==> src/rtl/onp_pkg.sv <==
// Package for the octahedral normal pack core.
// Holds the per-beat status struct shared by the divider cell and the top level.
package onp_pkg;

  typedef struct packed {
    logic vld;
    logic zero;
  } lane_ctl_t;

endpackage

==> src/rtl/onp_div_cell.sv <==
// One restoring-division cell of the octahedral quantizer chain.
// One quotient bit per lane per cycle unless stalled; partial state passes on.
module onp_div_cell
  import onp_pkg::*;
#(
  parameter int NUM_BITS = 41,
  parameter int DEN_BITS = 19,
  parameter int Q_BITS   = 24,
  parameter int STEP     = 0
) (
  input  logic                clk,
  input  logic                rst,
  input  logic                adv,
  input  lane_ctl_t           ctl_in,
  input  logic [DEN_BITS-1:0] den_in,
  input  logic [NUM_BITS-1:0] num_u_in,
  input  logic [NUM_BITS-1:0] num_v_in,
  input  logic [Q_BITS-1:0]   q_u_in,
  input  logic [Q_BITS-1:0]   q_v_in,
  output lane_ctl_t           ctl_out,
  output logic [DEN_BITS-1:0] den_out,
  output logic [NUM_BITS-1:0] num_u_out,
  output logic [NUM_BITS-1:0] num_v_out,
  output logic [Q_BITS-1:0]   q_u_out,
  output logic [Q_BITS-1:0]   q_v_out
);

  localparam int SH = Q_BITS - 1 - STEP;

  logic [NUM_BITS-1:0] trial;
  logic [NUM_BITS-1:0] nu_next;
  logic [NUM_BITS-1:0] nv_next;
  logic                bu;
  logic                bv;

  assign trial = NUM_BITS'(den_in) << SH;

  always_comb begin
    bu = num_u_in >= trial;
    bv = num_v_in >= trial;
    nu_next = bu ? num_u_in - trial : num_u_in;
    nv_next = bv ? num_v_in - trial : num_v_in;
  end

  always_ff @(posedge clk) begin
    if (rst) begin
      ctl_out <= '0;
    end else if (adv) begin
      ctl_out <= ctl_in;
    end
    if (adv) begin
      den_out   <= den_in;
      num_u_out <= nu_next;
      num_v_out <= nv_next;
      q_u_out   <= q_u_in | (Q_BITS'(bu) << SH);
      q_v_out   <= q_v_in | (Q_BITS'(bv) << SH);
    end
  end

endmodule

==> src/rtl/octahedral_normal_pack_core.sv <==
// Top level of the octahedral normal pack core.
// Uses onp_pkg and a chain of onp_div_cell instances.
//
// Usage: one normal (normal_x/y/z, signed) enters on the in_valid/in_ready
// channel; one beat leaves on out_valid/out_ready carrying packed_code
// (U from bit CODE_BITS up, V below) and zero_vector.
// The front stage forms L = |x|+|y|+|z|, 2L and the two folded numerators;
// the next stage multiplies each numerator by 2^CODE_BITS-1. A row of
// CODE_BITS division cells, unless stalled, resolves one quotient bit per
// cycle for both lanes. A beat passes the front stage, the next stage and
// each cell in turn. Throughput: one beat per cycle unless stalled; the
// whole chain advances together. A stalled receiver freezes the chain;
// in_ready then drops only when the output register is full and blocked.
// Reset clears all valid flags; no output beat is shown until new input.
module octahedral_normal_pack_core
  import onp_pkg::*;
#(
  parameter int COMPONENT_BITS = 16,
  parameter int CODE_BITS      = 16
) (
  input  logic                      clk,
  input  logic                      rst,
  input  logic                      in_valid,
  output logic                      in_ready,
  input  logic [COMPONENT_BITS-1:0] normal_x,
  input  logic [COMPONENT_BITS-1:0] normal_y,
  input  logic [COMPONENT_BITS-1:0] normal_z,
  output logic                      out_valid,
  input  logic                      out_ready,
  output logic [31:0]               packed_code,
  output logic                      zero_vector
);

  localparam int LB = COMPONENT_BITS + 2;
  localparam int DB = LB + 1;
  localparam int NB = LB + 1 + CODE_BITS;

  logic adv;
  assign adv = !out_valid || out_ready;
  assign in_ready = adv;

  logic signed [LB-1:0] sx, sy, sz;
  logic [LB-1:0] ax, ay, az, l, nu_a, nv_a, nu, nv;
  always_comb begin
    sx = LB'($signed(normal_x));
    sy = LB'($signed(normal_y));
    sz = LB'($signed(normal_z));
    ax = sx[LB-1] ? LB'(-sx) : LB'(sx);
    ay = sy[LB-1] ? LB'(-sy) : LB'(sy);
    az = sz[LB-1] ? LB'(-sz) : LB'(sz);
    l  = ax + ay + az;
    if (!sz[LB-1]) begin
      nu_a = l + LB'(sx);
      nv_a = l + LB'(sy);
    end else begin
      nu_a = sx[LB-1] ? ay : LB'(l + l - ay);
      nv_a = sy[LB-1] ? ax : LB'(l + l - ax);
    end
    nu = nu_a;
    nv = nv_a;
  end

  lane_ctl_t         c0;
  logic [DB-1:0]     d0;
  logic [LB:0]       a0u, a0v;
  always_ff @(posedge clk) begin
    if (rst) begin
      c0 <= '0;
    end else if (adv) begin
      c0.vld  <= in_valid;
      c0.zero <= l == '0;
    end
    if (adv) begin
      d0  <= {l, 1'b0};
      a0u <= {1'b0, nu};
      a0v <= {1'b0, nv};
    end
  end

  lane_ctl_t         c1;
  logic [DB-1:0]     d1;
  logic [NB-1:0]     n1u, n1v;
  always_ff @(posedge clk) begin
    if (rst) begin
      c1 <= '0;
    end else if (adv) begin
      c1 <= c0;
    end
    if (adv) begin
      d1  <= d0;
      n1u <= (NB'(a0u) << CODE_BITS) - NB'(a0u);
      n1v <= (NB'(a0v) << CODE_BITS) - NB'(a0v);
    end
  end

  lane_ctl_t             cc [CODE_BITS+1];
  logic [DB-1:0]         dc [CODE_BITS+1];
  logic [NB-1:0]         nc_u [CODE_BITS+1];
  logic [NB-1:0]         nc_v [CODE_BITS+1];
  logic [CODE_BITS-1:0]  qc_u [CODE_BITS+1];
  logic [CODE_BITS-1:0]  qc_v [CODE_BITS+1];

  assign cc[0]   = c1;
  assign dc[0]   = d1;
  assign nc_u[0] = n1u;
  assign nc_v[0] = n1v;
  assign qc_u[0] = '0;
  assign qc_v[0] = '0;

  for (genvar i = 0; i < CODE_BITS; i++) begin : g_cell
    onp_div_cell #(
      .NUM_BITS(NB), .DEN_BITS(DB), .Q_BITS(CODE_BITS), .STEP(i)
    ) u_cell (
      .clk(clk), .rst(rst), .adv(adv),
      .ctl_in(cc[i]), .den_in(dc[i]),
      .num_u_in(nc_u[i]), .num_v_in(nc_v[i]),
      .q_u_in(qc_u[i]), .q_v_in(qc_v[i]),
      .ctl_out(cc[i+1]), .den_out(dc[i+1]),
      .num_u_out(nc_u[i+1]), .num_v_out(nc_v[i+1]),
      .q_u_out(qc_u[i+1]), .q_v_out(qc_v[i+1])
    );
  end

  logic [2*CODE_BITS-1:0] code_w;
  assign code_w = cc[CODE_BITS].zero ? '0 : {qc_u[CODE_BITS], qc_v[CODE_BITS]};
  assign out_valid   = cc[CODE_BITS].vld;
  assign zero_vector = cc[CODE_BITS].zero;
  assign packed_code = 32'(code_w);

endmodule
==> config.mk <==
export PLATFORM = sky130hd
export DESIGN_NAME = octahedral_normal_pack_core
export DESIGN_NICKNAME = d
export VERILOG_FILES = /design/src/rtl/onp_pkg.sv /design/src/rtl/onp_div_cell.sv /design/src/rtl/octahedral_normal_pack_core.sv
export SDC_FILE = /design/constraint.sdc
export NUM_CORES = 2
export LEC_CHECK = 0
export ABC_AREA = 1
export BUFFER_PORTS_ARGS = -buffer_cell sky130_fd_sc_hd__buf_4
export CAP_MARGIN = 20
export CORE_ASPECT_RATIO = 0.5
export CORE_UTILIZATION = 30
export CTS_CLUSTER_DIAMETER = 30
export CTS_CLUSTER_SIZE = 10
export DETAILED_ROUTE_END_ITERATION = 6
export GPL_ROUTABILITY_DRIVEN = 1
export REMOVE_ABC_BUFFERS = 1
export SLEW_MARGIN = 20
export SYNTH_ARGS = -nofsm -noshare
export SYNTH_HDL_FRONTEND = slang
export SYNTH_SLANG_ARGS = --single-unit
==> constraint.sdc <==
create_clock -name clk -period 71.7 [get_ports clk]
set_input_delay 7.17 -clock clk [delete_from_list [all_inputs] [get_ports clk]]
set_output_delay 7.17 -clock clk [all_outputs]
set_load 0.02 [all_outputs]
==> metrics.md <==
| Metric | Value |
|---|---|
| Worst slew pin tran | 1.03 ns |
| Final standard cell count with taps included and fillers excluded | 16400 |
| Number of buffers added by the clock tree synthesis step | 329 |
| Worst reg-to-reg path cell count | 9 |
| Signed area change from the synthesized netlist to the final layout | 16.1% |
| Fin util | 35.2% |
| Leading cell type in the layout, fill and taps excluded | nand2_1 |
| Via count of the first global-routing pass | 77400 |
| Final count of negative-setup-slack endpoints | 0 |
| Setup_tns | 0 ns |
| Drt first pass iters | 5 |
| Synthesized netlist cell count | 11200 |
| Number of vias per cell after detailed routing | 4.72 |
| Starting Density | 30.4% |
| Element type at the critical path start | primary input |
| Total setup buffers inserted after CTS | 0 |
| Final count of hold timing violations | 0 |
| Tmin final | 15.54 ns |
| Number of warnings issued by yosys | 0 |
| Share of synthesized registers carrying an async set or reset | 0% |
| Worst-case hold path end point | g_cell[6].u_cell.num_u_out[4] |
| Count of port buffers added during placement | 86 |
| Critical register-to-register path endpoint | g_cell[7].u_cell.q_u_out[9] |
| Worst endpoint data arrival time | 8.37 ns |
| Final worst setup slack | 56.16 ns |
| DRT antenna net count | 0 |
| Clock-pin slew of the registers on the worst-case setup and hold paths | 0.05 ns |
| Global-route wire length before repair | 433000 um |
| Post-Route Skew | 0.100 ns |
| Number of placed instances, taps included | 15800 |
| Critical path class | in -> out |
| Most common cell on crit path | buf_4 |
| Count of routing violations after the opening detailed-route iteration | 4934 |
| Largest net degree at the start of global routing | 149 |
| Top flip-flop cell by instance count after synthesis | edfxtp_1 |
| Cell chain of the critical path | buf_4, nor2_4, buf_4, inv_8, buf_4 |
| CTS hold repair buffers | 0 |
| Fraction of final layout cells with drive strength greater than 1 | 7.17% |
| Maximum fanout encountered on the critical timing path | 37 |
| CP Capture Type | output pin |
| Final global-route overflow total | 0 |
| Number of I/O pins | 87 |
| Count of different cell masters after synthesis | 77 |
| Routability congestion estimate | 0.919 |
| RSZ-0062 raised after global routing | false |
| Achievable frequency | 64.4 MHz |
| Chip width | 838 um |
| Die area | 352000 um^2 |
| Average wire per cell in the routed design | 17.3 um |
| Delay of the slowest critical-path stage | 0.35 ns |
| Part of the cycle the worst path needs | 21.7% |
| Routed wire length | 283000 um |
| Number of sinks on the clock net | 1770 |
| Number of gates resized after CTS | 0 |
| Clock latency of the later-clocked register in the worst-skew pair | 0.93 ns |
| Initial antenna violation count | 2 |
| Area of combinational cells with multiple inputs | 45900 um^2 |
| Setup slack on the worst flop-to-flop path | 66.45 ns |
| Routed via count | 77600 |
| Launch instance of the worst register-to-register path | g_cell[15].u_cell.ctl_out[1] |
| Commonest non-fill, non-tap cells in the layout | nand2_1 (2174), edfxtp_1 (1734), inv_1 (1406) |
| Source of the worst hold timing path | g_cell[5].u_cell.num_u_out[4] |
| Max capacitance violation total | 0 |
| Num rows | 152 |
| Die boundary height | 420 um |
| Longest Clk Path Bufs | 4 |
| Area of the mapped netlist | 105000 um^2 |
| Run status | finished, final reports clean |
| Slowest library cell on the worst path | buf_4 |
| Number of H-tree levels | 5 |
| HP Class | reg -> reg |
| Register Area | 52800 um^2 |
| Number of synthesized flops with an enable pin | 1734 |
| Total DRC errors in the routed layout | 0 |
| Worst Hold Path Cells | 0 |
| Post-detail-place hpwl | 223000 um |
| TritonCTS clock tree | done |
| Core box area | 345000 um^2 |
| Global-route usage over all layers | 15.6% |
| CP Data Required Time | 64.53 ns |
| Root buf cell | clkbuf_16 |
| Worst max-slew margin expressed relative to the limit | 30.9% |
| Mean Syn Cell Area | 9.32 um^2 |
| Number of max-slew violations in the final report | 0 |
| Nets@finish | 12300 |
| Filler cell count | 34800 |
| Sequential-to-total area share from yosys stat | 50.4% |
| Count of state elements after synthesis | 1770 |
| Worst setup timing slack at the placement stage | 56.18 ns |
-- cells by family (layout without fill, tap and decap cells) --
group                      after synthesis  in the layout  share of synthesized area, %
AOI/OAI and AO/OA                     2242           2242                          11.8
xor gates and xnor gates               682            682                          5.70
adders and majority gates              716            716                          8.92
buffers and inverters                 1565           2129                          5.86
DFF                                   1770           1770                          50.4
other                                    2              6                       0.00717
and+or+nand+nor                       4263           4263                          17.3
-- how the worst max path moves through the flow --
stage	from	end	slack, ns
after floorplan	out_ready	a0u[0]	18.58
after global placement	out_ready	in_ready	56.19
after detailed placement	out_ready	in_ready	56.18
after CTS	out_ready	in_ready	56.18
after global routing	out_ready	in_ready	56.12
final	out_ready	in_ready	56.16
-- Yosys cell counts (8+ instances only) --
library cell  number  area (um^2)
nor4_1           119          744
o21bai_1          39          293
edfxtp_1        1734        52100
a211oi_1          22          165
a21o_1            48          360
buf_4             17          128
nand3b_1          57          428
nand2_1         2174         8160
inv_1           1406         5280
fa_1              51         1020
o2111ai_1         20          175
o21ai_0          844         4220
o21ai_2           22          193
nand2_2           16          100
a21oi_2           11         96.3
a21boi_0          21          158
o31ai_1           11         82.6
o211ai_1          51          383
nor2_1          1003         3760
o21ai_1           56          280
xnor2_1          329         2880
o21a_1            30          225
or2_2             98          613
nor2_2            10         62.6
ha_1             665         8320
a31oi_1           55          344
dfxtp_1           36          721
nor3_1           183          916
a21oi_1          949         4750
nand4_1          158          988
buf_2             66          330
nand3_1          401         2010
clkbuf_1          42          158
a221oi_1           8         70.1
buf_6             15          169
inv_2             12         45.0
xor2_1           353         3090
o221ai_1          19          166
-- metal layers --
layer	global-route usage [%]	vias to the layer above	routed length, um
li1	-	39700	-
met1	19.6	35600	127000
met2	26.5	1704	132000
met3	2.16	659	10700
met4	7.41	0	14100
met5	0	-	0
-- critical path: cells and delay by family --
| family | cells | cell delay (ns) |
|---|---|---|
| AND/OR/NAND/NOR | 1 | 0.08 |
| buffers and inverters | 4 | 0.94 |
-- flip-flops by register name, indices dropped and copies added (netlist names) --
register,cells
g_cell.u_cell.q_u_out,136
c0,2
g_cell.u_cell.num_v_out,525
g_cell.u_cell.den_out,270
a0v,18
n1v,35
c1,2
d1,18
g_cell.u_cell.num_u_out,525
g_cell.u_cell.q_v_out,136
a0u,18
n1u,35
g_cell.u_cell.ctl_out,32
d0,18
-- area by class of cell --
class | instances | share of cell area (%)
clock buffer | 365 | 6.99
multi-input combinational | 7908 | 37.7
timing repair buffer | 123 | 0.843
antenna | 1 | 0.00206
tap | 4620 | 4.75
sequential | 1770 | 43.4
clock inverter | 219 | 1.86
inverter | 1422 | 4.40
-- per-stage QoR --
| stage | hold WS [ns] | cell area [um^2] |
|---|---|---|
| after floorplan | 0.400 | 104000 |
| after global placement | 0.400 | 111000 |
| after detailed placement | 0.405 | 111000 |
| after CTS | 0.387 | 121000 |
| after global routing | 0.402 | 122000 |
| final | 0.384 | 122000 |
Power is not shown: default switching activity piles up to over one toggle a cycle in this logic, so the estimate is an artifact.
